[src/design/ima_adpcm_nibble_decoder_u8_defines.svh]
// Assertion macros for the IMA ADPCM nibble decoder.
`ifndef IMA_ADPCM_NIBBLE_DECODER_U8_DEFINES_SVH
`define IMA_ADPCM_NIBBLE_DECODER_U8_DEFINES_SVH

`ifndef ASSERT_OFF

// Clocked assertion with an explicit clock and active-low reset.
`define IMAD_ASSERT_CLK(label, clock, rst_n, prop, msg) \
	label: assert property (@(posedge clock) disable iff (!rst_n) (prop)) else $error(msg);

// Clocked assertion on clk, disabled while arst_n is low.
`define IMAD_ASSERT(label, prop, msg) \
	`IMAD_ASSERT_CLK(label, clk, arst_n, prop, msg)

`else

`define IMAD_ASSERT_CLK(label, clock, rst_n, prop, msg)
`define IMAD_ASSERT(label, prop, msg)

`endif

`endif

[src/design/imad_pkg.sv]
// Shared types, constants and tables for the IMA ADPCM nibble decoder.
package imad_pkg;

	localparam int StepTableSize = 89;
	localparam int IdxW = 7;
	localparam int PredW = 8;
	localparam int CodeW = 4;
	localparam int StepW = 15;
	localparam int DiffW = 16;
	localparam int CfgIdxW = 2;
	localparam int CfgDataW = 8;

	localparam logic [IdxW-1:0] MaxIndex = IdxW'(StepTableSize - 1);
	localparam logic [PredW-1:0] PredReset = 8'd127;
	localparam logic [IdxW-1:0] IndexReset = 7'd20;

	typedef enum logic [CfgIdxW-1:0] {
		CFG_START_PREDICTOR = 2'd0,
		CFG_START_INDEX     = 2'd1
	} cfg_reg_t;

	typedef struct packed {
		logic [PredW-1:0] start_predictor;
		logic [IdxW-1:0]  start_index;
	} cfg_t;

	localparam logic [StepW-1:0] StepTable [StepTableSize] = '{
		15'd7, 15'd8, 15'd9, 15'd10, 15'd11, 15'd12, 15'd13, 15'd14, 15'd16, 15'd17,
		15'd19, 15'd21, 15'd23, 15'd25, 15'd28, 15'd31, 15'd34, 15'd37, 15'd41, 15'd45,
		15'd50, 15'd55, 15'd60, 15'd66, 15'd73, 15'd80, 15'd88, 15'd97, 15'd107,
		15'd118, 15'd130, 15'd143, 15'd157, 15'd173, 15'd190, 15'd209, 15'd230,
		15'd253, 15'd279, 15'd307, 15'd337, 15'd371, 15'd408, 15'd449, 15'd494,
		15'd544, 15'd598, 15'd658, 15'd724, 15'd796, 15'd876, 15'd963, 15'd1060,
		15'd1166, 15'd1282, 15'd1411, 15'd1552, 15'd1707, 15'd1878, 15'd2066,
		15'd2272, 15'd2499, 15'd2749, 15'd3024, 15'd3327, 15'd3660, 15'd4026,
		15'd4428, 15'd4871, 15'd5358, 15'd5894, 15'd6484, 15'd7132, 15'd7845,
		15'd8630, 15'd9493, 15'd10442, 15'd11487, 15'd12635, 15'd13899, 15'd15289,
		15'd16818, 15'd18500, 15'd20350, 15'd22385, 15'd24623, 15'd27086, 15'd29794,
		15'd32767
	};

	function automatic logic [IdxW-1:0] clamp_start(input logic [IdxW-1:0] idx);
		return (idx > MaxIndex) ? MaxIndex : idx;
	endfunction

	function automatic logic [StepW-1:0] step_lookup(input logic [IdxW-1:0] idx);
		return StepTable[clamp_start(idx)];
	endfunction

	// Index move for the three magnitude bits; sign bit does not matter.
	function automatic logic signed [IdxW:0] index_adjust(input logic [2:0] mag);
		logic signed [IdxW:0] adj;
		case (mag)
			3'd4:    adj = 8'sd2;
			3'd5:    adj = 8'sd4;
			3'd6:    adj = 8'sd6;
			3'd7:    adj = 8'sd8;
			default: adj = -8'sd1;
		endcase
		return adj;
	endfunction

endpackage

[src/design/imad_cfg_regs.sv]
// Start predictor and start index registers behind the write port.
module imad_cfg_regs (
	input  logic                          clk,
	input  logic                          arst_n,
	input  logic                          cfg_wr_en,
	input  logic [imad_pkg::CfgIdxW-1:0]  cfg_index,
	input  logic [imad_pkg::CfgDataW-1:0] cfg_data,
	output imad_pkg::cfg_t                cfg
);

	imad_pkg::cfg_t cfg_q;

	always_ff @(posedge clk or negedge arst_n) begin
		if (!arst_n) begin
			cfg_q.start_predictor <= imad_pkg::PredReset;
			cfg_q.start_index     <= imad_pkg::IndexReset;
		end else if (cfg_wr_en) begin
			case (cfg_index)
				imad_pkg::CFG_START_PREDICTOR: cfg_q.start_predictor <= cfg_data;
				imad_pkg::CFG_START_INDEX:
					cfg_q.start_index <= cfg_data[imad_pkg::IdxW-1:0];
				default: ; // drop writes to unused indexes
			endcase
		end
	end

	assign cfg = cfg_q;

endmodule

[src/design/imad_core.sv]
// Decoder state and the single-pass predictor and step index update.
`include "ima_adpcm_nibble_decoder_u8_defines.svh"

module imad_core (
	input  logic                         clk,
	input  logic                         arst_n,
	input  logic                         advance,
	input  logic [imad_pkg::CodeW-1:0]   code,
	input  logic                         restart,
	input  imad_pkg::cfg_t               cfg,
	output logic [imad_pkg::PredW-1:0]   sample_next
);

	logic [imad_pkg::PredW-1:0]   pred_q;
	logic [imad_pkg::IdxW-1:0]    idx_q;
	logic [imad_pkg::PredW-1:0]   pred_base;
	logic [imad_pkg::IdxW-1:0]    idx_base;
	logic [imad_pkg::IdxW-1:0]    idx_next;
	logic signed [imad_pkg::IdxW:0] idx_sum;
	logic [imad_pkg::StepW-1:0]   step;
	logic [imad_pkg::DiffW-1:0]   diff;
	logic signed [imad_pkg::DiffW+1:0] pred_sum;
	logic [2:0]                   mag;

	assign mag = code[2:0];

	always_comb begin
		pred_base = restart ? cfg.start_predictor : pred_q;
		idx_base  = restart ? imad_pkg::clamp_start(cfg.start_index) : idx_q;
		step      = imad_pkg::step_lookup(idx_base);

		idx_sum = $signed({1'b0, idx_base}) + imad_pkg::index_adjust(mag);
		if (idx_sum < 0)
			idx_next = '0;
		else if (idx_sum > $signed({1'b0, imad_pkg::MaxIndex}))
			idx_next = imad_pkg::MaxIndex;
		else
			idx_next = idx_sum[imad_pkg::IdxW-1:0];

		// Shift-add multiply of step by (mag + 0.5) / 4.
		diff = imad_pkg::DiffW'(step >> 3);
		if (mag[2])
			diff = diff + imad_pkg::DiffW'(step);
		if (mag[1])
			diff = diff + imad_pkg::DiffW'(step >> 1);
		if (mag[0])
			diff = diff + imad_pkg::DiffW'(step >> 2);

		if (code[3])
			pred_sum = $signed({10'd0, pred_base}) - $signed({2'd0, diff});
		else
			pred_sum = $signed({10'd0, pred_base}) + $signed({2'd0, diff});

		// Saturate to the unsigned sample range.
		if (pred_sum < 0)
			sample_next = '0;
		else if (pred_sum > 18'sd255)
			sample_next = '1;
		else
			sample_next = pred_sum[imad_pkg::PredW-1:0];
	end

	always_ff @(posedge clk or negedge arst_n) begin
		if (!arst_n) begin
			pred_q <= imad_pkg::PredReset;
			idx_q  <= imad_pkg::IndexReset;
		end else if (advance) begin
			pred_q <= sample_next;
			idx_q  <= idx_next;
		end
	end

	`IMAD_ASSERT(a_idx_range, idx_q <= imad_pkg::MaxIndex, "step index left table range")
	`IMAD_ASSERT(a_hold_state, !advance |=> $stable(pred_q) && $stable(idx_q), "state moved without a beat")
	`IMAD_ASSERT(a_pred_load, advance |=> pred_q == $past(sample_next), "predictor not loaded from result")
	`IMAD_ASSERT(a_pos_step, advance && !restart && !code[3] |=> pred_q >= $past(pred_q), "positive code lowered predictor")
	`IMAD_ASSERT(a_neg_step, advance && !restart && code[3] |=> pred_q <= $past(pred_q), "negative code raised predictor")

endmodule

[src/design/ima_adpcm_nibble_decoder_u8.sv]
// An accepted beat passes the input register and then the output register to out_valid.
// Throughput: one nibble per cycle unless out_stall holds the output; the input register
// and the output register each hold one beat, so one more beat is taken while a finished sample waits.
// Reset: start_predictor and predictor go to 127, start_index and step index to 20,
// both pipeline stages empty.
module ima_adpcm_nibble_decoder_u8 (
	input  logic                          clk,
	input  logic                          arst_n,
	input  logic                          in_valid,
	output logic                          in_stall,
	input  logic [imad_pkg::CodeW-1:0]    code_nibble,
	input  logic                          restart,
	output logic                          out_valid,
	input  logic                          out_stall,
	output logic [imad_pkg::PredW-1:0]    sample,
	input  logic                          cfg_wr_en,
	input  logic [imad_pkg::CfgIdxW-1:0]  cfg_index,
	input  logic [imad_pkg::CfgDataW-1:0] cfg_data
);

	imad_pkg::cfg_t              cfg;
	logic                        valid_s1;
	logic [imad_pkg::CodeW-1:0]  code_s1;
	logic                        restart_s1;
	logic                        out_valid_q;
	logic [imad_pkg::PredW-1:0]  sample_q;
	logic [imad_pkg::PredW-1:0]  sample_next;
	logic                        out_blocked;
	logic                        advance;
	logic                        in_take;

	imad_cfg_regs u_cfg (
		.clk       (clk),
		.arst_n    (arst_n),
		.cfg_wr_en (cfg_wr_en),
		.cfg_index (cfg_index),
		.cfg_data  (cfg_data),
		.cfg       (cfg)
	);

	imad_core u_core (
		.clk         (clk),
		.arst_n      (arst_n),
		.advance     (advance),
		.code        (code_s1),
		.restart     (restart_s1),
		.cfg         (cfg),
		.sample_next (sample_next)
	);

	assign out_blocked = out_valid_q & out_stall;
	assign advance     = valid_s1 & ~out_blocked;
	assign in_stall    = valid_s1 & out_blocked;
	assign in_take     = in_valid & ~in_stall;

	always_ff @(posedge clk or negedge arst_n) begin
		if (!arst_n) begin
			valid_s1 <= 1'b0;
		end else if (in_take) begin
			valid_s1 <= 1'b1;
		end else if (advance) begin
			valid_s1 <= 1'b0;
		end
	end

	always_ff @(posedge clk) begin
		if (in_take) begin
			code_s1    <= code_nibble;
			restart_s1 <= restart;
		end
	end

	always_ff @(posedge clk or negedge arst_n) begin
		if (!arst_n) begin
			out_valid_q <= 1'b0;
		end else if (advance) begin
			out_valid_q <= 1'b1;
		end else if (!out_stall) begin
			out_valid_q <= 1'b0;
		end
	end

	// Hold the sample while the downstream side stalls.
	always_ff @(posedge clk) begin
		if (advance) begin
			sample_q <= sample_next;
		end
	end

	assign out_valid = out_valid_q;
	assign sample    = sample_q;

endmodule

[config.mk]
export PLATFORM = sky130hd
export DESIGN_NAME = ima_adpcm_nibble_decoder_u8
export DESIGN_NICKNAME = d
export VERILOG_FILES = /design/src/design/imad_pkg.sv /design/src/design/imad_cfg_regs.sv /design/src/design/imad_core.sv /design/src/design/ima_adpcm_nibble_decoder_u8.sv
export VERILOG_INCLUDE_DIRS = /design/src /design/src/design
export SDC_FILE = /design/constraint.sdc
export NUM_CORES = 1
export LEC_CHECK = 0
export BUFFER_PORTS_ARGS = -buffer_cell sky130_fd_sc_hd__buf_2
export CAP_MARGIN = 20
export CORE_ASPECT_RATIO = 1.2
export CORE_MARGIN = 3
export CORE_UTILIZATION = 50
export CTS_BUF_LIST = sky130_fd_sc_hd__clkbuf_4
export CTS_CLUSTER_DIAMETER = 40
export CTS_CLUSTER_SIZE = 28
export DETAILED_ROUTE_END_ITERATION = 10
export PLACE_DENSITY = 0.72
export SKIP_CTS_REPAIR_TIMING = 1
export SLEW_MARGIN = 20
export SYNTH_ARGS = -nofsm -noshare
export SYNTH_HDL_FRONTEND = slang
export SYNTH_HIERARCHICAL = 1
export SYNTH_SLANG_ARGS = --single-unit
[constraint.sdc]
create_clock -name clk -period 10.3 [get_ports clk]
set_clock_uncertainty 0.1 [all_clocks]
set_input_delay 1.545 -clock clk [delete_from_list [all_inputs] [get_ports clk]]
set_output_delay 1.545 -clock clk [all_outputs]
set_load 0.03 [all_outputs]
==> results of run 1 <==
[logic make-up (layout without fill, tap and decap cells)]
group | after synthesis | after routing
flops | 45 | 45
simple gates | 322 | 322
fa+ha+maj | 81 | 81
compound gates | 372 | 372
buf+inv | 101 | 126
mux | 48 | 48
xor+xnor | 49 | 49
[worst min-delay path by stage]
stage | startpoint | to
global route | u_core/pred_q[3] | u_core/pred_q[3]
detailed placement | u_core/idx_q[2] | u_core/idx_q[2]
floorplan | valid_s1 | out_valid
finish | u_core/idx_q[2] | u_core/idx_q[2]
CTS | u_core/idx_q[2] | u_core/idx_q[2]
global placement | u_core/idx_q[2] | u_core/idx_q[2]
[sequential cells by signal, indices dropped and copies added (netlist names)]
name	flops
u_core/pred_q	8
code_s1	4
u_cfg/cfg	15
u_core/idx_q	7
sample	8
out_valid	1
valid_s1	1
restart_s1	1
[through the flow]
stage          util (%)  hold WS (ps)  worst slack, ps  instance area, sq um
2_1_floorplan         -           367             1060                  7720
3_3_place_gp       54.0           385              725                  8140
6_report           55.0           412              770                  8290
4_1_cts            54.5           417              575                  8220
5_1_grt            55.0           442             28.0                  8290
3_5_place_dp       54.0           392              638                  8140
[worst max-delay path: cells and delay by family (launching register included)]
family	cells	cell delay, ps
and+or+nand+nor	9	1880
AOI/OAI and AO/OA	17	4060
xor gates and xnor gates	2	210
DFF	1	540
adders and majority gates	4	1510
muxes	3	840
buffers and inverters	2	290
[cell usage in the layout (no fill, tap or decap), types with 5 or more instances in the layout]
cell type / instances
nor2_1: 100
nand4_1: 5
fa_1: 6
a311oi_1: 11
and2_1: 12
a21o_1: 22
o22ai_1: 7
edfxtp_1: 13
o221ai_1: 5
dfrtp_1: 14
a211oi_1: 16
o21bai_1: 9
and3_1: 10
o21ai_0: 88
o211ai_1: 15
clkbuf_4: 6
xnor2_1: 31
o21a_1: 13
nor2b_1: 6
nand3_1: 21
dfstp_2: 18
xor2_1: 17
buf_2: 29
buf_4: 34
nand2_1: 93
inv_1: 45
nand2b_1: 14
a21oi_1: 101
ha_1: 75
o31ai_1: 8
mux2i_1: 12
mux2_2: 36
nor3_1: 20
a22oi_1: 8
a31oi_1: 9
[routing by layer]
| layer | up-vias | routed length (microns) | GRT usage [%] |
|---|---|---|---|
| met3 | 84 | 1410 | 2.90 |
| met4 | 0 | 1160 | 11.9 |
| met1 | 3689 | 10100 | 34.8 |
| met5 | - | 0 | 0 |
| met2 | 347 | 10500 | 44.4 |
| li1 | 3844 | - | - |
[cell type report]
class | instances | area, sq um
Fill cell | 1502 | 6790
Clock buffer | 6 | 45.0
Multi-Input combinational cell | 872 | 6110
Clock inverter | 2 | 38.8
Inverter | 54 | 208
Tap cell | 204 | 255
Sequential cell | 45 | 1210
Timing Repair Buffer | 64 | 420
==> metrics.yaml, run 1 <==
status: "complete, no violations"
io_pins: 30
numCtsBuffers: 5
crit_fanout: 14
rrSetupSlack_ps: 770
rsz0062_at_grt: "false"
crit_end: "u_core/pred_q[0]"
rr_startpoint: "restart_s1"
drv_cap: 0
rows: 49
areaGrowthSynthToFinish_pct: 7.38
core_sq_mm: 0.0151
post-route-period-util_pct: 92.5
yosysWarnings: 6
setup_viol: 0
netlist_instances: 1018
ys_seq_elements: 45
synth_area_leader_cell: "ha_1"
ys.flop_type: "dfstp_2"
relSlewSlack_pct: 41.0
rr_worst_depth: 37
dr.pass1.iters: 6
syn_nets: 1119
dieArea_sq_mm: 0.0170
die-height_microns: 142
grt.overflow.total: 0
end_kind: "flip-flop"
synth_top_family_by_area: "compound AO/OA/AOI/OAI gates"
synth_edf_count: 13
clk_path_buf_depth: 2
gp_congestion: 0.991
synth_compound_area_share_pct: 32.0
crit_required_ps: 10470
syn_area_sq_mm: 0.00772
clock-root-buffer: "clkbuf_4"
worstMarginPinSlew_ps: 876
grt_pass1_vias: 7472
drive_gt1_share_pct: 15.3
ys_seq_area_share_pct: 15.7
dp_cells: 1233
critPathKind: "flip-flop to flip-flop"
hold_path.class: "flip-flop to flip-flop"
synthAdderAreaFrac_pct: 13.7
slowest_delay_ps: 560
muxShareOfSynthArea_pct: 6.81
min_path_cells: 2
detail_route.wirelength_microns: 23200
synthSimpleGateAreaFrac_pct: 20.7
ys_top_cells_by_count: "a21oi_1 (101), nor2_1 (101), nand2_1 (93), o21ai_0 (89), ha_1 (75)"
tns_ps: 0
yosys-top-cells-area: "ha_1 (12%), a21oi_1 (6.5%), dfstp_2 (6.1%)"
vias_per_cell: 6.39
antenna_found_initial: 0
r2r-end: "u_core/pred_q[0]"
dp_hpwl_microns: 17900
cts_tree: "done"
grt_max_degree: 35
fin_crit_ps: 9530
grt_first_pass_wirelength_microns: 37400
maxSlewViolCount: 0
yosys.area_share.xor_xnor_pct: 5.74
cts.sinks: 45
arrival_ps: 9700
antenna_cells: 0
wl_per_cell_microns: 18.6
dieWidth_microns: 119
clk_pin_slew_ps: 140
drc_errors: 0
final_cell_count_no_fill: 1247
cp-startpoint: "restart_s1"
vias: 7964
ys_types: 94
ant_nets: 0
grt_usage_pct: 26.6
synth.avg_cell_area_sq_um: 7.58
crit_top_cell: "o21ai_0"
start_util_pct: 51.2
cp_slowest_cell: "ha_1"
nets: 1143
synth_async_sr_flop_share_pct: 71.1
hold_viol: 0
yosysTopAreaCellShare_pct: 12.2
start_kind: "flip-flop"
clk_latency_ps: 360
port-buffer-count: 29
fmax_mhz: 105
htree_levels: 2
drtIter0Drc: 913
Power of run 1 is left out: the tool's default activity adds up to more than one toggle a clock period on the data nets, which glitch-free logic cannot reach.
==> run 2, diff against run 1 <==
- clock period: 10.3 -> 9.9 ns (I/O delays scaled with it)
==> run 2 against run 1 <==
Count of clock-buffer cells in the layout down 1. Routed wire length up 2.4%. Non-clock buffer count down 1. Register-to-register slack worse by 170 ps. Critical endpoint unchanged.
==> metrics.yaml, run 2 (synthesis gave the netlist of run 1 again) <==
maxSlewViolCount: 0  # unchanged
grt_first_pass_wirelength_microns: 38000  # +1.6%
wl_per_cell_microns: 19.1  # +2.5%
ant_nets: 0  # unchanged
tns_ps: 0  # unchanged
numCtsBuffers: 5  # unchanged
htree_levels: 2  # unchanged
grt_max_degree: 35  # unchanged
drv_cap: 0  # unchanged
grt.overflow.total: 0  # unchanged
fmax_mhz: 108  # +2.5%
slowest_delay_ps: 510  # -50 ps
die-height_microns: 142  # unchanged
start_kind: "flip-flop"
relSlewSlack_pct: 39.2  # -1.8 points
largest_register_ffs: 15  # unchanged
worstMarginPinSlew_ps: 902  # +26.4 ps
detail_route.wirelength_microns: 23800  # +2.4%
status: "complete, no violations"
vias_per_cell: 6.39  # about the same
cts_tree: "done"
dp_hpwl_microns: 18300  # +2.4%
hold_viol: 0  # unchanged
grt_usage_pct: 26.9  # +0.34 points
ff_latch_area_sq_mm: 0.00121  # unchanged
antenna_found_initial: 0  # unchanged
dieWidth_microns: 119  # unchanged
crit_fanout: 12  # -2
final_cell_mix: "a21oi_1 (100), nor2_1 (100), nand2_1 (93), o21ai_0 (88), ha_1 (75)"
crit_required_ps: 10070  # -400 ps
fin_crit_ps: 9300  # -233 ps
multiInputGateArea_sq_mm: 0.00613  # +0.43%
rsz0062_at_grt: "false"
grt_pass1_vias: 7474  # +0.027%
clk_pin_slew_ps: 150  # about the same
cts.sinks: 45  # unchanged
setup_viol: 0  # unchanged
rows: 49  # unchanged
nets: 1142  # -0.087%
clk_path_buf_depth: 2  # unchanged
post-route-period-util_pct: 93.9  # +1.4 points
areaGrowthSynthToFinish_pct: 7.93
dr.pass1.iters: 7  # +1
dieArea_sq_mm: 0.0170  # unchanged
gp_congestion: 1.04  # +5.2%
start_util_pct: 51.2  # unchanged
clk_latency_ps: 360  # about the same
end_kind: "flip-flop"
drive_gt1_share_pct: 15.6  # +0.30 points
drc_errors: 0  # unchanged
vias: 7962  # -0.025%
cp_slowest_cell: "edfxtp_1"
drtIter0Drc: 1068  # +17%
core_sq_mm: 0.0151  # unchanged
antenna_cells: 0  # unchanged
clock-root-buffer: "clkbuf_4"
io_pins: 30  # unchanged
fill_cells: 1477  # -1.7%
critPathKind: "flip-flop to flip-flop"
arrival_ps: 9470  # -230 ps
port-buffer-count: 29  # unchanged
hold_path.class: "flip-flop to flip-flop"
-- run 2: cell count changes in the layout (fill, tap and decap cells not counted), sizes merged --
cell / change
clkbuf: -1
buf: -1
clkinv: +1
-- run 2: critical path, delay by kind of cell (launching register included) --
family	cells	cell delay [ps]
buffers and inverters	4	580
XOR/XNOR	3	760
flip-flops	1	510
multiplexers	1	290
AND/OR/NAND/NOR	14	2360
adder cells (fa/ha/maj)	4	1700
AO/OA/AOI/OAI	15	2880
-- run 2: path summary, 6_finish.rpt --
path                            startpoint          endpoint  slack (ps)  cells past startpoint
max                             restart_s1  u_core/pred_q[0]         600                     41
min                        u_core/idx_q[2]   u_core/idx_q[2]         410                      2
max reg2reg                     restart_s1  u_core/pred_q[0]         600                     41
min reg2reg                u_core/idx_q[2]   u_core/idx_q[2]         410                      2
max in group asynchronous           arst_n     u_cfg/cfg[14]        8160                      1
min in group asynchronous           arst_n          valid_s1        1060                      1
-- run 2: metrics by stage --
stage / worst slack, ps / std cells / utilization, % / hold WS (ps) / cell area (sq um)
6_report: 603 / 1246 / 55.2 / 410 / 8330
2_1_floorplan: 657 / 1018 / - / 367 / 7720
5_1_grt: 4.49 / 1246 / 55.2 / 439 / 8330
3_5_place_dp: 335 / 1235 / 54.2 / 386 / 8180
4_1_cts: 255 / 1243 / 54.8 / 411 / 8260
3_3_place_gp: 474 / 1235 / 54.2 / 388 / 8180
-- run 2: cell type report --
class	count	share of cell area, %
repair buffers	63	5.26
inverters	54	2.49
clock buffers	5	0.451
flip-flops and latches	45	14.6
well taps	204	3.06
multi-input cells	872	73.6
clock inverters	3	0.541
-- run 2: metal layers --
layer	routed length, microns	share of wire (%)	track usage (%)	up-vias
met5	0	0	0	-
met4	1130	4.7	11.1	0
met3	1530	6.4	2.58	96
met2	11100	47	45.5	382
met1	10000	42	35.4	3635
li1	-	-	-	3849
Power of run 2 is left out for the same reason.
